<file path="src/design/crt_pkg.sv">
// Shared constants, codes and control types for the code range table.
// Used by the channel interfaces, the controller, the datapath and the top level.
package crt_pkg;

   localparam int ENTRIES   = 64;
   localparam int ADDR_BITS = 48;

   localparam int MODE_W   = 2;
   localparam int ADDR_W   = 48;
   localparam int SIZE_W   = 24;
   localparam int SEL_W    = 6;
   localparam int STATUS_W = 2;

   localparam int IDX_BITS  = $clog2(ENTRIES);
   localparam int LINK_BITS = $clog2(ENTRIES + 1);

   localparam logic [ADDR_W-1:0] ADDR_MASK = (ADDR_BITS >= ADDR_W) ? {ADDR_W{1'b1}} :
      ADDR_W'((64'(1) << ADDR_BITS) - 64'(1));

   localparam logic [LINK_BITS-1:0] LINK_NULL = LINK_BITS'(ENTRIES);
   localparam logic [IDX_BITS-1:0]  LAST_IDX  = IDX_BITS'(ENTRIES - 1);

   typedef enum logic [MODE_W-1:0] {
      MODE_ALLOC = 2'd0,
      MODE_FREE  = 2'd1,
      MODE_FIND  = 2'd2,
      MODE_MOVE  = 2'd3
   } crt_mode_type;

   typedef enum logic [STATUS_W-1:0] {
      STATUS_OK   = 2'd0,
      STATUS_FULL = 2'd1,
      STATUS_MISS = 2'd2
   } crt_status_type;

   typedef enum logic [2:0] {
      RES_FULL,
      RES_MISS,
      RES_ALLOC,
      RES_HIT,
      RES_MOVE
   } crt_res_kind_type;

   typedef enum logic [2:0] {
      ST_IDLE,
      ST_DISPATCH,
      ST_ALLOC_COMMIT,
      ST_SCAN,
      ST_SCAN_TAIL,
      ST_SCAN_DONE,
      ST_MOVE_COMMIT,
      ST_RESULT
   } crt_state_type;

   typedef struct packed {
      logic             load_req;
      logic             scan_step;
      logic             link_read;
      logic             alloc_commit;
      logic             free_commit;
      logic             move_read;
      logic             move_commit;
      logic             res_load;
      crt_res_kind_type res_kind;
      logic             out_load;
   } crt_cmd_type;

   typedef struct packed {
      crt_mode_type mode;
      logic         head_null;
      logic         move_ok;
      logic         scan_last;
      logic         hit;
      logic         out_free;
   } crt_stat_type;

endpackage

</file>
<file path="src/design/crt_ctrl.sv">
// Sequencing state machine for the code range table.
// Depends on crt_pkg; drives crt_datapath through crt_cmd_type.
module crt_ctrl
   import crt_pkg::*;
(
   input  logic         clock,
   input  logic         reset,
   input  logic         req_valid,
   output logic         req_ready,
   input  crt_stat_type stat,
   output crt_cmd_type  cmd
);

   crt_state_type state_ff, state_in;

   always_ff @(posedge clock) begin
      if (reset) begin
         state_ff <= ST_IDLE;
      end else begin
         state_ff <= state_in;
      end
   end

   always_comb begin
      state_in  = state_ff;
      req_ready = 1'b0;
      cmd       = '0;
      cmd.res_kind = RES_MISS;
      unique case (state_ff)
         ST_IDLE: begin
            req_ready = 1'b1;
            if (req_valid) begin
               cmd.load_req = 1'b1;
               state_in     = ST_DISPATCH;
            end
         end
         ST_DISPATCH: begin
            unique case (stat.mode)
               MODE_ALLOC: begin
                  if (stat.head_null) begin
                     cmd.res_load = 1'b1;
                     cmd.res_kind = RES_FULL;
                     state_in     = ST_RESULT;
                  end else begin
                     cmd.link_read = 1'b1;
                     state_in      = ST_ALLOC_COMMIT;
                  end
               end
               MODE_FREE, MODE_FIND: begin
                  state_in = ST_SCAN;
               end
               MODE_MOVE: begin
                  if (stat.move_ok) begin
                     cmd.move_read = 1'b1;
                     state_in      = ST_MOVE_COMMIT;
                  end else begin
                     cmd.res_load = 1'b1;
                     cmd.res_kind = RES_MISS;
                     state_in     = ST_RESULT;
                  end
               end
               default: state_in = ST_IDLE;
            endcase
         end
         ST_ALLOC_COMMIT: begin
            cmd.alloc_commit = 1'b1;
            cmd.res_load     = 1'b1;
            cmd.res_kind     = RES_ALLOC;
            state_in         = ST_RESULT;
         end
         ST_SCAN: begin
            cmd.scan_step = 1'b1;
            if (stat.scan_last) begin
               state_in = ST_SCAN_TAIL;
            end
         end
         ST_SCAN_TAIL: begin
            // last entry is compared in this cycle
            state_in = ST_SCAN_DONE;
         end
         ST_SCAN_DONE: begin
            cmd.res_load = 1'b1;
            if (stat.hit) begin
               cmd.res_kind    = RES_HIT;
               cmd.free_commit = (stat.mode == MODE_FREE);
            end else begin
               cmd.res_kind = RES_MISS;
            end
            state_in = ST_RESULT;
         end
         ST_MOVE_COMMIT: begin
            cmd.move_commit = 1'b1;
            cmd.res_load    = 1'b1;
            cmd.res_kind    = RES_MOVE;
            state_in        = ST_RESULT;
         end
         ST_RESULT: begin
            // hold until the output register can take the item
            if (stat.out_free) begin
               cmd.out_load = 1'b1;
               state_in     = ST_IDLE;
            end
         end
         default: state_in = ST_IDLE;
      endcase
   end

endmodule

</file>
<file path="config.mk">
export PLATFORM = sky130hd
export DESIGN_NAME = crt_ctrl
export DESIGN_NICKNAME = d
export VERILOG_FILES = /design/src/design/crt_pkg.sv /design/src/design/crt_ctrl.sv
export SDC_FILE = /design/constraint.sdc
export NUM_CORES = 1
export LEC_CHECK = 0
export ABC_AREA = 0
export BUFFER_PORTS_ARGS = -buffer_cell sky130_fd_sc_hd__buf_4
export CAP_MARGIN = 30
export CORE_AREA = 5 5 42 44
export DETAILED_ROUTE_END_ITERATION = 10
export DIE_AREA = 0 0 47 49
export GPL_ROUTABILITY_DRIVEN = 0
export PLACE_DENSITY = 0.71
export RECOVER_POWER = 25
export SETUP_SLACK_MARGIN = 0.05
export SLEW_MARGIN = 15
export SYNTH_ARGS = -nofsm -noshare
export SYNTH_HDL_FRONTEND = slang
export SYNTH_SLANG_ARGS = --single-unit
</file>
<file path="constraint.sdc">
create_clock -name clock -period 0.89 [get_ports clock]
set_input_delay 0.0445 -clock clock [delete_from_list [all_inputs] [get_ports clock]]
set_output_delay 0.0445 -clock clock [all_outputs]
set_load 0.01 [all_outputs]
</file>
Word level (Yosys, flattened, before mapping)
Cells that the tools add are included.
{"block": "word_totals", "regBits": 3, "latch_bits": 0, "mem_bits_rw": 0, "romBits": 0, "in_bits": 10, "output_inout_bits": 13, "wordCells": 47, "n_memories": 0}
{"block": "op_classes", "add_sub_neg": 0, "multipliers": 0, "n_div": 0, "order_cmp": 0, "eq_ne": 13, "shifts": 0, "mux": 28, "bitwise": 0, "n_reduce_logical": 5}
{"op": "$pmux W3 S6", "n": 1}
{"op": "$mux W1", "n": 17}
{"op": "$pmux W4 S4", "n": 1}
{"op": "$eq A3 B3 Y1 const B", "n": 4}
{"op": "$mux W3", "n": 4}
{"op": "$pmux W3 S3", "n": 1}
{"op": "$mux W4", "n": 2}
{"op": "$pmux W4 S2", "n": 1}
{"op": "$eq A3 B2 Y1 const B", "n": 2}
{"op": "$ne A2 B2 Y1 const B", "n": 3}
{"op": "$eq A2 B2 Y1 const B", "n": 2}
{"op": "$eq A3 B1 Y1 const B", "n": 1}
{"op": "$logic_not A3 Y1", "n": 1}
{"op": "$reduce_and A3 Y1", "n": 1}
{"op": "$reduce_or A3 Y1", "n": 1}
{"op": "$eq A2 B1 Y1 const B", "n": 1}
{"op": "$logic_not A2 Y1", "n": 1}
{"op": "$mux W2", "n": 1}
{"op": "$reduce_or A2 Y1", "n": 1}

Logic depth before layout (Yosys ltp)
{"block": "depth", "ltp_word": 4, "mapped_depth": 6}

Worst setup path before layout
No wires, ideal clock.
{"block": "synth_timing", "path_kind": "register to output", "startpoint": "reg state_ff[2]", "endpoint": "out cmd[11] in the netlist's numbering", "t_arrival_ns": 1.031, "t_required_ns": 0.845, "setup_slack_ns": -0.185, "path_stages_with_launch": 4, "n_path_buf": 1, "path_cell_list": "dfxtp_1 buf_6 nor3_1 and2_1"}
{"element": "start: declaration", "line_no": "crt_ctrl.sv:14", "source": "crt_state_type state_ff, state_in;"}
{"element": "start signal: assignment", "line_no": "crt_ctrl.sv:20", "source": "state_ff <= state_in;"}
{"element": "end: declaration", "line_no": "crt_ctrl.sv:11", "source": "output crt_cmd_type cmd"}

==> flow_summary.yaml <==
timing:
  skew_ns: 0.0001987
  fin_ws_ns: -0.3753
  rsz0062_at_grt: "true"
  drv_slew: 0
  worst_pin_slew_ns: 0.3513
  clock.fmax_mhz: 790.3
  finalHoldViolations: 0
  slew_headroom: 0.7636
  period_share: 1.422
  post-route-min-period_ns: 1.265
  finalSetupViolations: 16
job:
  drv_cap: 0
global_routing:
  grt_pass1_vias: 546
  grt_pass1_wl_um: 2297
  grt_usage: 0.1343
  antenna_found_initial: 0
  gr-total-overflow: 0
  grt_max_degree: 10
cts:
  path_clk_slew_ns: 0.03
  clk_latency_ns: 0.22
  htree_levels: 1
  ctsLongestPathBuffers: 2
  cts-buffers-inserted: 3
  clock_sinks: 3
  cts_tree: "done"
  cts_root_buf: "clkbuf_4"
hold_path:
  hold_path_class: "in2reg"
worst_setup_path:
  end_kind: "output pin"
  arrival_ns: 1.22
  start_kind: "register"
  cp_max_fo: 7
  worst-setup-path-type: "reg2out"
  required_ns: 0.85
die:
  io_pins: 23
  initial_core_util: 0.2857
  die_x_um: 47
  chipHeight_um: 49
  dieArea_sq_um: 2303
  coreArea_sq_um: 1401
  rows: 14
yosys:
  postSynthCellCount: 56
  syn-num-nets: 71
  yosys_warnings: 0
  synth_area_sq_um: 400.4
  synth_seq_cells: 3
  netlist-cell-type-count: 26
  seq_area_frac_synth: 0.1500
  avgSynthCellArea_sq_um: 7.150
power:
  max-vdd-ir-drop_mv: 1.047
  leakagePower_nw: 0.4298
  p_per_area_nw_per_um2: 1341
status:
  status: "finished with violations"
  violations: "setup timing"
place:
  io_buffers: 22
  dp_hpwl_um: 991.6
  post_dp_cell_area_sq_um: 694.4
final_layout:
  final_net_count: 115
  stdcell_area_sq_um: 864.6
  top_register: "state_ff"
  top_regs: "state_ff x3"
  largest_reg_flops: 3
  final_util: 0.6170
  syn_to_final_growth_pct: 115.9
  antenna_cells: 0
  drive_gt1_frac: 0.6667
route:
  avgViaCountPerCell: 4.843
  wire_per_inst_um: 12.42
  routed_wl_um: 1428
  drc: 0
  ant_nets: 0
  num_vias: 557
  dr.pass1.iters: 4
  drt_iter0_drc: 4
[synth_stat cells]
cell type	count	area share
a21oi_1	3	0.037
and4b_1	1	0.025
o21ai_0	4	0.050
mux2_2	1	0.028
buf_4	1	0.019
nand3_2	1	0.025
buf_6	2	0.056
o21bai_1	1	0.019
nor2b_1	1	0.016
nor4_1	1	0.016
nor2_1	8	0.075
a31oi_1	1	0.016
inv_1	4	0.037
ha_1	5	0.16
a311oi_1	1	0.022
nor3_1	1	0.012
a221oi_1	1	0.022
nand2_1	7	0.066
dfxtp_1	3	0.15
nand2_4	1	0.028
and2_1	1	0.016
nand2b_1	3	0.047
and4_1	1	0.022
nand3_1	1	0.012
inv_4	1	0.016
buf_2	1	0.012
[path summary, 6_finish.rpt]
kind                            slack [ns]                     start  cells after the start                  endpoint
worst max-delay path                 -0.38  state_ff[0]$_SDFFE_PP0P_                      5                   cmd[11]
worst min-delay path                  0.07                     reset                      3  state_ff[1]$_SDFFE_PP0P_
worst max register to register       -0.24  state_ff[1]$_SDFFE_PP0P_                      5  state_ff[2]$_SDFFE_PP0P_
worst min register to register        0.60  state_ff[1]$_SDFFE_PP0P_                      2  state_ff[2]$_SDFFE_PP0P_
[worst max-delay path: stages, from the launching register on]
cell and delay (ns):
dfxtp_2 0.31, buf_6 0.12, buf_6 0.11, nor3_4 0.18
and2_4 0.17, buf_6 0.10
[per-layer routing]
layer  GRT usage  share of wire  up-vias
met3     0.03321          0.060        6
met1      0.1554           0.38      257
met5           0              0        -
met4     0.08756          0.039        0
li1            -              -      276
met2      0.2081           0.52       18
[what timing repair did]
item	CTS	global route
setup endpoints to repair	16	16
hold endpoints to repair	2	0
setup buffers	7	0
gates resized for setup	19	6
pin swaps	5	2
hold buffers	1	0
[logic make-up after synthesis]
logic type,share of synthesized area
mux,0.02812
compound gates,0.1656
fa+ha+maj,0.1563
buf+inv,0.1406
flops,0.1500
simple gates,0.3594
[metrics by stage]
| stage | hold WS, ns | setup slack (ns) | power [mW] | instances | setup TNS [ns] |
|---|---|---|---|---|---|
| after floorplan | 0.1134 | -0.06666 | 0.4957 | 56 | -0.3052 |
| after global placement | 0.2277 | -0.2135 | 0.7177 | 103 | -1.871 |
| after detailed placement | 0.2284 | -0.2450 | 0.7296 | 103 | -2.177 |
| after CTS | 0.06706 | -0.3474 | 1.128 | 115 | -3.935 |
| after global routing | 0.08717 | -0.4348 | 1.249 | 115 | -5.113 |
| final | 0.07412 | -0.3753 | 1.160 | 115 | -4.029 |
[power by group]
group          switching (mW)  internal, mW
registers              0.0482         0.163
clock network          0.0602         0.167
logic                   0.307         0.414
total                   0.415         0.744
[cells in the final DEF, fill, tap and decap left out, types with 2 or more instances in the layout]
master	Yosys	final
nor2_2	0	3
nor2_4	0	3
o21ai_1	0	2
buf_4	1	32
a21oi_1	3	3
clkbuf_4	0	3
nand2b_4	0	2
ha_1	5	5
nor2_1	8	2
nand2_1	7	6
buf_6	2	10
dfxtp_4	0	2
inv_1	4	4
[layout make-up]
type                       count  area, sq um
tap                           16        20.02
inverter                       5        21.27
clock buffer                   4        26.28
multi-input combinational     44        365.4
fill                         130        536.8
sequential                     3        68.82
timing repair buffer          43        362.8
Note: power is estimated with default switching activity, not from simulation.
